[src/hw/rtl/assert_macros.svh]
// Assertion macros for the RTL files.
`ifndef ASSERT_MACROS_SVH
`define ASSERT_MACROS_SVH

// Immediate implication checked every clock edge outside reset.
`define CHECK_IMPL(label, clk, rst, pre, post) \
   label: assert property (@(posedge clk) disable iff (rst) (pre) |-> (post)) \
      else $error("check failed");

// Next-cycle implication checked outside reset.
`define CHECK_NEXT(label, clk, rst, pre, post) \
   label: assert property (@(posedge clk) disable iff (rst) (pre) |=> (post)) \
      else $error("check failed");

`endif

[src/hw/rtl/ptq_pkg.sv]
`timescale 1ns / 1ps
package ptq_pkg;
   localparam int NumJobs = 64;
   localparam int NumPrio = 4;
   localparam int QueueDepth = 64;
   localparam int MaxWait = 15;
   localparam int JobW = $clog2(NumJobs);
   localparam int PrioW = (NumPrio > 1) ? $clog2(NumPrio) : 1;
   localparam int QPtrW = $clog2(QueueDepth);
   localparam int QFillW = $clog2(QueueDepth + 1);
   localparam int WaitW = $clog2(MaxWait + 1);
   localparam int TotalW = 9;
   localparam int StoreDepth = NumPrio * QueueDepth;
   localparam int StoreAw = $clog2(StoreDepth);

   typedef enum logic [2:0] {
      OP_DEFINE = 3'd0, OP_LINK = 3'd1, OP_SUBMIT = 3'd2,
      OP_PICK = 3'd3, OP_COMPLETE = 3'd4
   } op_type;

   typedef enum logic [2:0] {
      ST_DONE = 3'd0, ST_NONE = 3'd1, ST_FULL = 3'd2,
      ST_HELD = 3'd3, ST_RELEASED = 3'd4
   } status_type;

   // One queued command between the front and the back.
   typedef struct packed {
      logic [2:0]      op;
      logic [5:0]      job;
      logic [1:0]      prio;
      logic [5:0]      succ;
   } cmd_type;
endpackage

[src/hw/rtl/ptq_ram.sv]
`timescale 1ns / 1ps
module ptq_ram #(
   parameter int Width = 8,
   parameter int Depth = 16
) (
   input  logic                     clock,
   input  logic                     wr_en,
   input  logic [$clog2(Depth)-1:0] wr_addr,
   input  logic [Width-1:0]         wr_data,
   input  logic [$clog2(Depth)-1:0] rd_addr,
   output logic [Width-1:0]         rd_data
);
   logic [Width-1:0] mem [Depth];
   logic [Width-1:0] rd_data_ff;
   always_ff @(posedge clock) begin
      if (wr_en) begin
         mem[wr_addr] <= wr_data;
      end
      rd_data_ff <= mem[rd_addr];
   end
   assign rd_data = rd_data_ff;
endmodule

[src/hw/rtl/ptq_front.sv]
`timescale 1ns / 1ps
module ptq_front (
   input  logic             clock,
   input  logic             reset,
   input  logic             start,
   input  logic [2:0]       req_operation,
   input  logic [5:0]       req_job_id,
   input  logic [1:0]       req_job_priority_in,
   input  logic [5:0]       req_successor_id,
   input  logic             take,
   output logic             has_cmd,
   output ptq_pkg::cmd_type cmd,
   output logic             busy
);
   import ptq_pkg::*;
   // Two-entry queue; the front stops taking items while it is full.
   cmd_type    slot_ff [2];
   cmd_type    slot_in [2];
   logic [1:0] cnt_ff, cnt_in;
   logic       push;
   cmd_type    newc;

   always_comb begin
      newc.op = req_operation;
      newc.job = req_job_id;
      newc.prio = req_job_priority_in;
      newc.succ = req_successor_id;
      push = start && !busy;
      slot_in = slot_ff;
      cnt_in = cnt_ff;
      if (take) begin
         slot_in[0] = slot_ff[1];
         cnt_in = cnt_in - 2'd1;
      end
      if (push) begin
         slot_in[cnt_in[0]] = newc;
         cnt_in = cnt_in + 2'd1;
      end
   end

   always_ff @(posedge clock) begin
      if (reset) begin
         cnt_ff <= '0;
      end else begin
         cnt_ff <= cnt_in;
      end
      slot_ff <= slot_in;
   end

   assign busy = cnt_ff[1];
   assign has_cmd = cnt_ff != 2'd0;
   assign cmd = slot_ff[0];
endmodule

[src/hw/rtl/ptq_back.sv]
`timescale 1ns / 1ps
module ptq_back (
   input  logic                    clock,
   input  logic                    reset,
   input  logic                    has_cmd,
   input  ptq_pkg::cmd_type        cmd,
   output logic                    take,
   output logic                    rsp_valid,
   output logic [2:0]              rsp_status,
   output logic [5:0]              rsp_job_out,
   output logic [8:0]              rsp_ready_count
);
   import ptq_pkg::*;

   typedef enum logic [2:0] {
      S_IDLE = 3'b001, S_SUCC = 3'b010, S_EXEC = 3'b100
   } state_type;
   state_type state_ff, state_in;

   // Per-job flags. A clear attribute flag makes that job's priority and wait
   // count read as zero; a clear successor flag means the successor entry is
   // never looked at.
   logic [NumJobs-1:0] hass_ff, hass_in;
   logic [NumJobs-1:0] aval_ff, aval_in;

   logic [QPtrW-1:0]  head_ff [NumPrio];
   logic [QPtrW-1:0]  tail_ff [NumPrio];
   logic [QFillW-1:0] fill_ff [NumPrio];
   logic [TotalW-1:0] total_ff;
   cmd_type           cur_ff;

   logic [QPtrW-1:0]  head_in [NumPrio];
   logic [QPtrW-1:0]  tail_in [NumPrio];
   logic [QFillW-1:0] fill_in [NumPrio];
   logic [TotalW-1:0] total_in;

   logic              valid_ff, valid_in;
   logic [2:0]        status_ff, status_in;
   logic [5:0]        jout_ff, jout_in;

   // Queue store.
   logic               q_wr_en;
   logic [StoreAw-1:0] q_wr_addr, q_rd_addr;
   logic [JobW-1:0]    q_wr_data, q_rd_data;

   // Successor table.
   logic               s_wr_en;
   logic [JobW-1:0]    s_wr_addr, s_rd_addr;
   logic [JobW-1:0]    s_wr_data, s_rd_data;

   // Attribute table: priority above wait count.
   logic                    a_wr_en;
   logic [JobW-1:0]         a_wr_addr, a_rd_addr;
   logic [PrioW+WaitW-1:0]  a_wr_data, a_rd_data;
   logic [JobW-1:0]         a_addr_ff;

   // Pick target found in the dispatch cycle so the store read is ready next cycle.
   logic [PrioW-1:0] pick_q;
   logic             pick_any;
   logic [PrioW-1:0] pick_q_ff;
   logic             pick_any_ff;

   always_comb begin
      pick_q = '0;
      pick_any = 1'b0;
      for (int i = 0; i < NumPrio; i++) begin
         if (fill_ff[i] != '0) begin
            pick_q = PrioW'(i);
            pick_any = 1'b1;
         end
      end
      q_rd_addr = StoreAw'({pick_q, head_ff[pick_q]});
   end

   ptq_ram #(.Width(JobW), .Depth(StoreDepth)) u_store (
      .clock(clock), .wr_en(q_wr_en), .wr_addr(q_wr_addr), .wr_data(q_wr_data),
      .rd_addr(q_rd_addr), .rd_data(q_rd_data)
   );

   ptq_ram #(.Width(JobW), .Depth(NumJobs)) u_succ (
      .clock(clock), .wr_en(s_wr_en), .wr_addr(s_wr_addr), .wr_data(s_wr_data),
      .rd_addr(s_rd_addr), .rd_data(s_rd_data)
   );

   ptq_ram #(.Width(PrioW + WaitW), .Depth(NumJobs)) u_attr (
      .clock(clock), .wr_en(a_wr_en), .wr_addr(a_wr_addr), .wr_data(a_wr_data),
      .rd_addr(a_rd_addr), .rd_data(a_rd_data)
   );

   always_comb begin
      logic [JobW-1:0]  j, pj;
      logic [PrioW-1:0] pp, aprio;
      logic [WaitW-1:0] cur_wait;
      logic             do_push;
      state_in = state_ff;
      hass_in = hass_ff; aval_in = aval_ff;
      head_in = head_ff; tail_in = tail_ff; fill_in = fill_ff; total_in = total_ff;
      valid_in = 1'b0; status_in = status_ff; jout_in = jout_ff;
      take = 1'b0;
      q_wr_en = 1'b0; q_wr_addr = '0; q_wr_data = '0;
      s_wr_en = 1'b0; s_wr_addr = '0; s_wr_data = '0;
      a_wr_en = 1'b0; a_wr_addr = '0; a_wr_data = '0;
      j = cur_ff.job[JobW-1:0];
      s_rd_addr = j;
      a_rd_addr = j;
      // Attributes of the entry read in the previous cycle.
      if (aval_ff[a_addr_ff]) begin
         aprio = a_rd_data[PrioW+WaitW-1:WaitW];
         cur_wait = a_rd_data[WaitW-1:0];
      end else begin
         aprio = '0;
         cur_wait = '0;
      end
      pj = j;
      pp = aprio;
      do_push = 1'b0;
      unique case (state_ff)
         S_IDLE: begin
            s_rd_addr = cmd.job[JobW-1:0];
            if (cmd.op == OP_LINK) begin
               a_rd_addr = cmd.succ[JobW-1:0];
            end else begin
               a_rd_addr = cmd.job[JobW-1:0];
            end
            if (has_cmd) begin
               take = 1'b1;
               if (cmd.op == OP_COMPLETE) begin
                  state_in = S_SUCC;
               end else begin
                  state_in = S_EXEC;
               end
            end
         end
         S_SUCC: begin
            // The successor is known now; fetch its attributes.
            if (hass_ff[j]) begin
               a_rd_addr = s_rd_data;
            end
            state_in = S_EXEC;
         end
         S_EXEC: begin
            state_in = S_IDLE;
            valid_in = 1'b1;
            status_in = ST_DONE;
            jout_in = '0;
            case (cur_ff.op)
               OP_DEFINE: begin
                  a_wr_en = 1'b1;
                  a_wr_addr = j;
                  a_wr_data = {cur_ff.prio[PrioW-1:0], WaitW'(0)};
                  aval_in[j] = 1'b1;
                  hass_in[j] = 1'b0;
               end
               OP_LINK: begin
                  s_wr_en = 1'b1;
                  s_wr_addr = j;
                  s_wr_data = cur_ff.succ[JobW-1:0];
                  hass_in[j] = 1'b1;
                  a_wr_en = 1'b1;
                  a_wr_addr = a_addr_ff;
                  if (cur_wait != WaitW'(MaxWait)) begin
                     a_wr_data = {aprio, cur_wait + WaitW'(1)};
                  end else begin
                     a_wr_data = {aprio, cur_wait};
                  end
                  aval_in[a_addr_ff] = 1'b1;
               end
               OP_SUBMIT: begin
                  if (cur_wait != '0) begin
                     status_in = ST_HELD;
                  end else begin
                     do_push = 1'b1;
                  end
               end
               OP_PICK: begin
                  if (!pick_any_ff) begin
                     status_in = ST_NONE;
                  end else begin
                     jout_in = 6'(q_rd_data);
                     head_in[pick_q_ff] = head_ff[pick_q_ff] + QPtrW'(1);
                     fill_in[pick_q_ff] = fill_ff[pick_q_ff] - QFillW'(1);
                     total_in = total_ff - TotalW'(1);
                  end
               end
               OP_COMPLETE: begin
                  if (hass_ff[j] && cur_wait != '0) begin
                     a_wr_en = 1'b1;
                     a_wr_addr = a_addr_ff;
                     a_wr_data = {aprio, cur_wait - WaitW'(1)};
                     if (cur_wait == WaitW'(1)) begin
                        jout_in = 6'(a_addr_ff);
                        pj = a_addr_ff;
                        do_push = 1'b1;
                        status_in = ST_RELEASED;
                     end
                  end
               end
               default: ;
            endcase
            if (do_push) begin
               if (fill_ff[pp] == QFillW'(QueueDepth)) begin
                  status_in = ST_FULL;
               end else begin
                  q_wr_en = 1'b1;
                  q_wr_addr = StoreAw'({pp, tail_ff[pp]});
                  q_wr_data = pj;
                  tail_in[pp] = tail_ff[pp] + QPtrW'(1);
                  fill_in[pp] = fill_ff[pp] + QFillW'(1);
                  total_in = total_ff + TotalW'(1);
               end
            end
         end
         default: state_in = S_IDLE;
      endcase
   end

   always_ff @(posedge clock) begin
      if (reset) begin
         state_ff <= S_IDLE;
         valid_ff <= 1'b0;
         total_ff <= '0;
         hass_ff <= '0;
         aval_ff <= '0;
         for (int i = 0; i < NumPrio; i++) begin
            head_ff[i] <= '0; tail_ff[i] <= '0; fill_ff[i] <= '0;
         end
      end else begin
         state_ff <= state_in;
         valid_ff <= valid_in;
         total_ff <= total_in;
         hass_ff <= hass_in;
         aval_ff <= aval_in;
         head_ff <= head_in; tail_ff <= tail_in; fill_ff <= fill_in;
      end
      status_ff <= status_in;
      jout_ff <= jout_in;
      a_addr_ff <= a_rd_addr;
      if (take) begin
         cur_ff <= cmd;
         pick_q_ff <= pick_q;
         pick_any_ff <= pick_any;
      end
   end

   assign rsp_valid = valid_ff;
   assign rsp_status = status_ff;
   assign rsp_job_out = jout_ff;
   assign rsp_ready_count = total_ff;
endmodule

[src/hw/rtl/priority_task_queue_with_dependencies.sv]
`timescale 1ns / 1ps
// Strict-priority task scheduler with dependency counts. Commands (define,
// link, submit, pick, complete) are taken while busy is low and held in a
// two-entry queue. The execution unit keeps the job tables and the ready
// queues in memories with registered reads, so a command goes through a
// dispatch step (with the table and queue-store reads) and then an update
// step, and a complete has a successor read step between the two, since the
// successor must be read before its wait count can be. One result appears on
// the rsp_ ports, marked by rsp_valid for a single cycle, for every item; it
// is registered from the update step. The unit dispatches the next queued
// item once the update of the last one is done. The receiver cannot stall,
// so results must be captured in the cycle rsp_valid is high. Per-job flags
// stand in for the zeroed tables, so no clearing pass is needed after reset.
`include "assert_macros.svh"
module priority_task_queue_with_dependencies (
   input  logic       clock,
   input  logic       reset,
   input  logic       start,
   output logic       busy,
   input  logic [2:0] req_operation,
   input  logic [5:0] req_job_id,
   input  logic [1:0] req_job_priority_in,
   input  logic [5:0] req_successor_id,
   output logic       rsp_valid,
   output logic [2:0] rsp_status,
   output logic [5:0] rsp_job_out,
   output logic [8:0] rsp_ready_count
);
   import ptq_pkg::*;
   cmd_type cmd;
   logic    has_cmd, take;

   // The front part buffers accepted items.
   ptq_front u_front (
      .clock(clock), .reset(reset), .start(start),
      .req_operation(req_operation), .req_job_id(req_job_id),
      .req_job_priority_in(req_job_priority_in), .req_successor_id(req_successor_id),
      .take(take), .has_cmd(has_cmd), .cmd(cmd), .busy(busy)
   );

   // The back part executes one command at a time: dispatch, then update.
   ptq_back u_back (
      .clock(clock), .reset(reset), .has_cmd(has_cmd), .cmd(cmd), .take(take),
      .rsp_valid(rsp_valid), .rsp_status(rsp_status), .rsp_job_out(rsp_job_out),
      .rsp_ready_count(rsp_ready_count)
   );

   // Dispatches and results are never back to back.
   `CHECK_NEXT(a_take_gap, clock, reset, take, !take)
   `CHECK_NEXT(a_no_double, clock, reset, rsp_valid, !rsp_valid)
   // Nothing is dispatched from an empty queue.
   `CHECK_IMPL(a_take_has, clock, reset, take, has_cmd)
   // The ready count never exceeds the total queue capacity.
   `CHECK_IMPL(a_count_range, clock, reset, 1'b1, rsp_ready_count <= 9'd256)
endmodule
[config.mk]
export PLATFORM = sky130hd
export DESIGN_NAME = priority_task_queue_with_dependencies
export DESIGN_NICKNAME = d
export VERILOG_FILES = /design/src/hw/rtl/ptq_pkg.sv /design/src/hw/rtl/ptq_ram.sv /design/src/hw/rtl/ptq_front.sv /design/src/hw/rtl/ptq_back.sv /design/src/hw/rtl/priority_task_queue_with_dependencies.sv
export VERILOG_INCLUDE_DIRS = /design/src /design/src/hw/rtl
export SDC_FILE = /design/constraint.sdc
export NUM_CORES = 2
export LEC_CHECK = 0
export ABC_AREA = 1
export BUFFER_PORTS_ARGS = -buffer_cell sky130_fd_sc_hd__buf_4
export CAP_MARGIN = 25
export CORE_ASPECT_RATIO = 1.1
export CORE_MARGIN = 1.5
export CORE_UTILIZATION = 53
export CTS_BUF_LIST = sky130_fd_sc_hd__clkbuf_4 sky130_fd_sc_hd__clkbuf_8
export DETAILED_ROUTE_END_ITERATION = 7
export PLACE_DENSITY_LB_ADDON = 0.05
export SLEW_MARGIN = 20
export SYNTH_ARGS = -nofsm -noshare
export SYNTH_HDL_FRONTEND = slang
export SYNTH_HIERARCHICAL = 1
export SYNTH_SLANG_ARGS = --single-unit
[constraint.sdc]
create_clock -name clock -period 12.5 [get_ports clock]
set_input_delay 2.5 -clock clock [delete_from_list [all_inputs] [get_ports clock]]
set_output_delay 2.5 -clock clock [all_outputs]
set_load 0.02 [all_outputs]
Word-level counts from Yosys, hierarchy flattened
Memories as Yosys holds them, arrays and structs flattened. A register that Yosys moved wholly into a read port is not among the register bits.
Cells that the tools add are included.
- memory bits (read-only): 0
- bits in latches: 0
- memories: 3
- flip-flop bits (word level): 288
- input bits: 20
- RAM bits: 2304
- output and inout port bits: 20
- reduce and logical (&&, ||, !) cells: 21
- div/mod/pow operators: 0
- order comparisons: 11
- add/sub/neg operators: 10
- shifts and indexed selects: 0
- bitwise logic cells: 10
- muxes and demuxes: 119
- multipliers: 0
- equality and inequality tests: 13
- memory list (name ; depth ; width ; read ports ; clocked after memory_dff ; write ports ; line ; RTL):
    u_back.u_store.mem ; 256 ; 6 ; 1 ; 1 ; 1 ; ptq_ram.sv:13 ; logic [Width-1:0] mem [Depth];
    u_back.u_attr.mem ; 64 ; 6 ; 1 ; 1 ; 1 ; ptq_ram.sv:13 ;
    u_back.u_succ.mem ; 64 ; 6 ; 1 ; 1 ; 1 ; ptq_ram.sv:13 ;
- operators by type and width (operator ; number):
    64-bit one-hot mux with 2 select lines ; 2
    64-bit bitwise OR ; 3
    6-bit 2-to-1 mux ; 28
    28-bit 2-to-1 mux ; 5
    64-bit bitwise AND ; 1
    64-bit NOT ; 1
    28-bit bitwise mux ; 2
    24-bit bitwise mux ; 2
    7-bit 2-to-1 mux ; 6
    6-bit binary-select mux with 2-bit select ; 3
    9-bit 2-to-1 mux ; 4
    6-bit one-hot mux with 3 select lines ; 2
    34-bit bitwise mux ; 1
    17-bit 2-to-1 mux ; 2
    34-bit 2-to-1 mux ; 1
    7-bit binary-select mux with 2-bit select ; 2
    7-bit demux with 2-bit select ; 2
    7-bit nonzero test ; 4
    1-bit 2-to-1 mux ; 27
    6-bit demux with 2-bit select ; 2
    8-bit 2-to-1 mux ; 3
    6-bit one-hot mux with 2 select lines ; 2
    3-bit 2-to-1 mux ; 6
    17-bit demux with 1-bit select ; 1
    41 further kinds ; 72

Depth between registers and ports, before layout
- depth in word-level cells: 13
- depth in mapped cells: 33
- depth with buffers taken out: 28

Cells and area by module
The synthesis kept the hierarchy.
- modules (own cells, without submodules) (module ; area an instance (µm²) ; cells each ; seq. area each (µm²) ; times used):
    ptq_ram (u_back.u_store) ; 63151.8 ; 5386 ; 46244.4 ; 1
    ptq_ram (u_back.u_attr) ; 15942.8 ; 1393 ; 11651.2 ; 1
    ptq_ram (u_back.u_succ) ; 15930.3 ; 1376 ; 11651.2 ; 1
    ptq_back ; 14177.3 ; 2117 ; 5335.1 ; 1
    ptq_front ; 1694.1 ; 184 ; 890.9 ; 1

Least setup slack after synthesis
No wires, ideal clock.
- path type: reg-to-reg
- start point: register u_back.a_addr_ff[0]
- end point: memory u_back/u_store/mem[0][2] (netlist bit) (data pin)
- stages on the path, launching flop included: 25
- clock period less this slack: 11099 ps
- arrival time: 9521 ps
- path buffers: 5
- required time: 10922 ps
- library setup time: 1578 ps
- path slack: 1401 ps
- cells stage by stage: dfxtp_1 -> buf_6 -> buf_6 -> or2_0 -> nand3_1 -> nand2_1 -> o21ai_1 -> nand2_1 -> nor2_2 -> nand2_2 -> buf_6 -> buf_6 -> nand4_1 -> nand2_1 -> nor2_1 -> inv_1 -> ha_1 -> nand3_1 -> nor2_2 -> nand2_4 -> nand2_2 -> inv_2 -> nand2_4 -> buf_2 -> a21oi_1
- cells in the longest elaborated chain, start to end: 11
- ends and longest elaborated chain (item ; line ; RTL):
    start, declared ; ptq_back.sv:55 ; logic [JobW-1:0] a_addr_ff;
    start signal, assigned ; ptq_back.sv:237 ; a_addr_ff <= a_rd_addr;
    1-bit binary-select mux with 6-bit select * ; ptq_back.sv:107 ; if (aval_ff[a_addr_ff]) begin
    1-bit 2-to-1 mux (implied by the code) * ; ptq_back.sv:107 ;
    2-bit 2-to-1 mux ; ptq_back.sv:107 ;
    2-bit NOT with 3-bit output (implied by the code) ; ptq_back.sv:201 ; if (fill_ff[pp] == QFillW'(QueueDepth)) begin
    7-bit binary-select mux with 2-bit select ; ptq_back.sv:201 ;
    7-bit 2-to-1 mux (implied by the code) (2 in series) ; ptq_back.sv:201 ;
    7-bit == test ; ptq_back.sv:201 ;
    6-bit 2-to-1 mux ; ptq_back.sv:201 ;
    6-bit 2-to-1 mux * ; ptq_back.sv:200 ; if (do_push) begin
    6-bit 2-to-1 mux * ; ptq_back.sv:117 ; unique case (state_ff)
    via u_back.q_wr_data[2] ; ptq_back.sv:44 ; logic [JobW-1:0] q_wr_data, q_rd_data;
    end, declared ; ptq_ram.sv:13 ;
The timed path passes the listed nets; every way through them passes the cells marked *. The select of a mux whose other input is x is not followed.

Worst setup path in the final report
- start point: register u_back.a_addr_ff[0]
- end point: memory u_back/u_store/mem[219][5] (netlist bit), enable pin
- RTL lines (item ; line ; RTL):
    1-bit binary-select mux with 6-bit select * ; ptq_back.sv:107 ;
    1-bit 2-to-1 mux (implied by the code) * ; ptq_back.sv:107 ;
    2-bit 2-to-1 mux ; ptq_back.sv:107 ;
    2-bit NOT with 3-bit output (implied by the code) ; ptq_back.sv:201, ptq_back.sv:205 ;
    7-bit binary-select mux with 2-bit select ; ptq_back.sv:201 ;
    7-bit 2-to-1 mux (implied by the code) (2 in series) ; ptq_back.sv:201 ;
    7-bit == test ; ptq_back.sv:201 ;
    8-bit 2-to-1 mux ; ptq_back.sv:201 ;
    8-bit 2-to-1 mux * ; ptq_back.sv:200 ;
    8-bit 2-to-1 mux * ; ptq_back.sv:117 ;
    via u_back.q_wr_addr[3] ; ptq_back.sv:43 ; logic [StoreAw-1:0] q_wr_addr, q_rd_addr;
Marked as above.

==> results.tsv <==
metric	value	unit
flop and latch count out of synthesis	2610	
Syn Nets	10500	
Seq/Total Area, Yosys	68.3	%
final standard cell count with taps included and fillers excluded	13500	
synthesized cell area	0.111	mm2
setup violation total in the final timing report	0	
CTS H-Tree Depth	5	
Initial DRT Pass Iterations	6	
Total Wirelength	317	mm
Mean Syn Cell Area	10.6	um2
worst-case reg-to-reg path depth	28	
Sequential cell area	0.0758	mm2
standby leakage power	42.3	nW
number of global-route vias before repair	76100	
Post-CTS Hold Fix Bufs	0	
# fillers	17500	
Non-Filler Cell Area, Final	0.121	mm2
wire length of the first global-routing pass	471	mm
average wire per standard cell	23.5	um
die footprint	0.212	mm2
proportion of synthesized flip-flops having asynchronous set or reset	0	%
maximum root-to-sink buffer count	4	
pre-CTS setup slack	5.48	ns
main area contributors after synthesis	sky130_fd_sc_hd__edfxtp_1, sky130_fd_sc_hd__nand2_1, sky130_fd_sc_hd__nand3_1	
die width	439	um
root buf cell	sky130_fd_sc_hd__clkbuf_8	
initial DRC count	8683	
Worst Setup Slack, final	5.14	ns
Critical Path RT	13.20	ns
Post-synth top cells	sky130_fd_sc_hd__nand2_1, sky130_fd_sc_hd__edfxtp_1, sky130_fd_sc_hd__nand3_1	
YS warnings	6	
achievable clock frequency	136	MHz
Critical Path AT	8.06	ns
placeable core region	0.207	mm2
share of final-layout standard cells stronger than drive strength 1	8.95	%
number of enable flip-flop cells after synthesis	2350	
number of antenna violations at the first check in global routing	7	
RSZ-0062 raised after global routing	false	
number of input and output port buffers inserted	39	
placer congestion estimate	0.928	
synthesized instance count	10500	
most repeated cell in the gate-level netlist after synthesis	sky130_fd_sc_hd__nand2_1	
number of stages on the worst setup path	28	
TritonCTS Buffers	429	
pin slew with the least headroom to its limit	1.15	ns
hold_ws	0.450	ns
count of endpoints failing hold in the final timing report	0	
Pwr per Cell Area	201	mW/mm2
shortest clock period the worst path allows after layout	7.36	ns
worst max-slew margin expressed relative to the limit	22.8	%
peak supply drop	0.000306	V
delay-heaviest family, CP	simple AND/OR/NAND/NOR gates	
Most used DFF post-synth	sky130_fd_sc_hd__edfxtp_1	
P&R area growth vs syn	9.26	%
most area-hungry cell type in the Yosys netlist	sky130_fd_sc_hd__edfxtp_1	
clock-pin transition on the worst setup and hold timing paths	0.07	ns
combined area of the multi-input logic cells	0.0304	mm2
clock net sink count	2610	
Overall Power	24.3	mW
Congestion Overflow GR	0	
CTS tree	built	
startpoint-to-endpoint class of the critical path	flip-flop to flip-flop	
count of distinct cell types in the synthesized netlist	61	
number of nets in the final layout	10400	
final count of pins violating max slew	0	
Buffers & Inverters on Critical Path	6	
max-cap violation count	0	
maximum cell stage delay along the critical path	0.81	ns
antenna-violating nets left	0	
initial standard-cell utilization of the core	53.5	%
depth of the worst hold-timing path	2	
GR Util All Layers	29.5	%
post-detail-place hpwl	188	mm
part of the cycle the worst path needs	58.9	%
category of the worst setup path capture point	flip-flop	
master of the slowest instance on the critical path	sky130_fd_sc_hd__dfxtp_2	
final core occ	58.4	%
run status	finished clean	
setup total negative slack	0	ns
number of placed instances with taps included	12700	
area of placed instances	0.113	mm2
number of primary I/O pins	40	
post-CTS setup buffers	0	
Max Clock Skew	0.0712	ns
detailed-route via count	78500	
type of the tightest min-delay check	flip-flop to flip-flop	
largest fanout on the critical path	41	
pin count of the biggest net entering global routing	266	
clock network latency to the later pin of the worst-skew pair	1.10	ns
Crit path top cell by count	sky130_fd_sc_hd__nand2_1	
DR vias/cell	5.83	
DRC errors left	0	
count of cells resized by post-cts repair	0	
critical path launch point type	flip-flop	
Synth top area share	63.6	%
standard-cell rows	175	
Die Height	483	um
## report_power, final
part / internal (mW) / leakage (nW) / switching, mW
Clock: 4.04 / 4.46 / 3.32
Sequential: 9.57 / 19.1 / 0.178
Combinational: 1.91 / 18.7 / 5.31
## kinds of logic after synthesis
group	Yosys count	share of synthesized area, %
simple gates	6251	24.2
flops	2610	68.3
buf+inv	1066	4.56
compound gates	486	2.53
xor+xnor	29	0.229
fa+ha+maj	13	0.147
mux	1	0.00903
## worst reg2reg max path: cells and delay by family (launching register included)
| kind | cells | cell delay [ns] |
|---|---|---|
| buffers and inverters | 6 | 1.26 |
| AO/OA/AOI/OAI | 3 | 0.52 |
| adder cells (fa/ha/maj) | 1 | 0.19 |
| flip-flops | 1 | 0.81 |
| AND/OR/NAND/NOR | 18 | 4.19 |
## layer usage
layer / track usage (%) / routed length [um] / up-vias / share of wire, %
li1: - / - / 36200 / -
met1: 41.4 / 133000 / 38300 / 42
met2: 46.5 / 147000 / 3499 / 46
met3: 4.72 / 25800 / 569 / 8.1
met4: 11.0 / 10600 / 2 / 3.3
met5: 0 / 13 / - / 0.0041
## cell type report
type / instances / area share (%)
Multi-Input combinational cell: 6780 / 25.1
Clock buffer: 582 / 5.94
Timing Repair Buffer: 170 / 1.31
Sequential cell: 2610 / 62.5
Antenna cell: 4 / 0.00826
Clock inverter: 174 / 0.979
Tap cell: 2743 / 2.83
Inverter: 405 / 1.28
## state kept, by name, summed over array words and instances (netlist names), named ones only
signal and cells:
u_back/rsp_ready_count 9, u_back/state_ff 3, u_back/tail_ff 24, u_back/aval_ff 64
u_back/u_succ/mem 384, u_back/rsp_job_out 6, u_back/rsp_status 3, u_back/head_ff 24
u_back/fill_ff 28, u_front/cmd 17, u_back/pick_q_ff 2, u_back/u_store/mem 1536
u_front/cnt_ff 2, u_back/cur_ff 17, u_front/slot_ff 17, u_back/a_addr_ff 6
u_back/u_store/rd_data 6, u_back/u_succ/rd_data 6, u_back/u_attr/rd_data 6, u_back/rsp_valid 1
u_back/pick_any_ff 1, u_back/u_attr/mem 384
## path summary, 6_finish.rpt
path                                          start                         end  slack [ns]
worst max-delay path            u_back/a_addr_ff[0]  u_back/u_store/mem[219][5]        5.14
worst min-delay path              u_back/tail_ff[2]           u_back/tail_ff[2]        0.45
worst max register to register  u_back/a_addr_ff[0]  u_back/u_store/mem[219][5]        5.14
worst min register to register    u_back/tail_ff[2]           u_back/tail_ff[2]        0.45
## cell usage in the layout (no fill, tap or decap), types with 20 or more instances in the layout
cell type	Yosys	final
sky130_fd_sc_hd__nand2_1	3165	3164
sky130_fd_sc_hd__edfxtp_1	2350	2350
sky130_fd_sc_hd__nand3_1	2231	2231
sky130_fd_sc_hd__nor2_1	630	618
sky130_fd_sc_hd__clkbuf_8	0	452
sky130_fd_sc_hd__inv_1	375	372
sky130_fd_sc_hd__dfxtp_1	260	259
sky130_fd_sc_hd__o21ai_0	220	215
sky130_fd_sc_hd__buf_4	126	142
sky130_fd_sc_hd__clkbuf_4	0	130
sky130_fd_sc_hd__a21oi_1	122	108
sky130_fd_sc_hd__clkinv_1	6	98
sky130_fd_sc_hd__nor3_1	96	95
sky130_fd_sc_hd__clkinv_2	0	58
sky130_fd_sc_hd__nor4_1	54	54
sky130_fd_sc_hd__nand4_1	33	33
sky130_fd_sc_hd__o211ai_1	30	30
sky130_fd_sc_hd__xor2_1	24	24
sky130_fd_sc_hd__inv_2	23	20
Power figures use the tool's default switching activity.
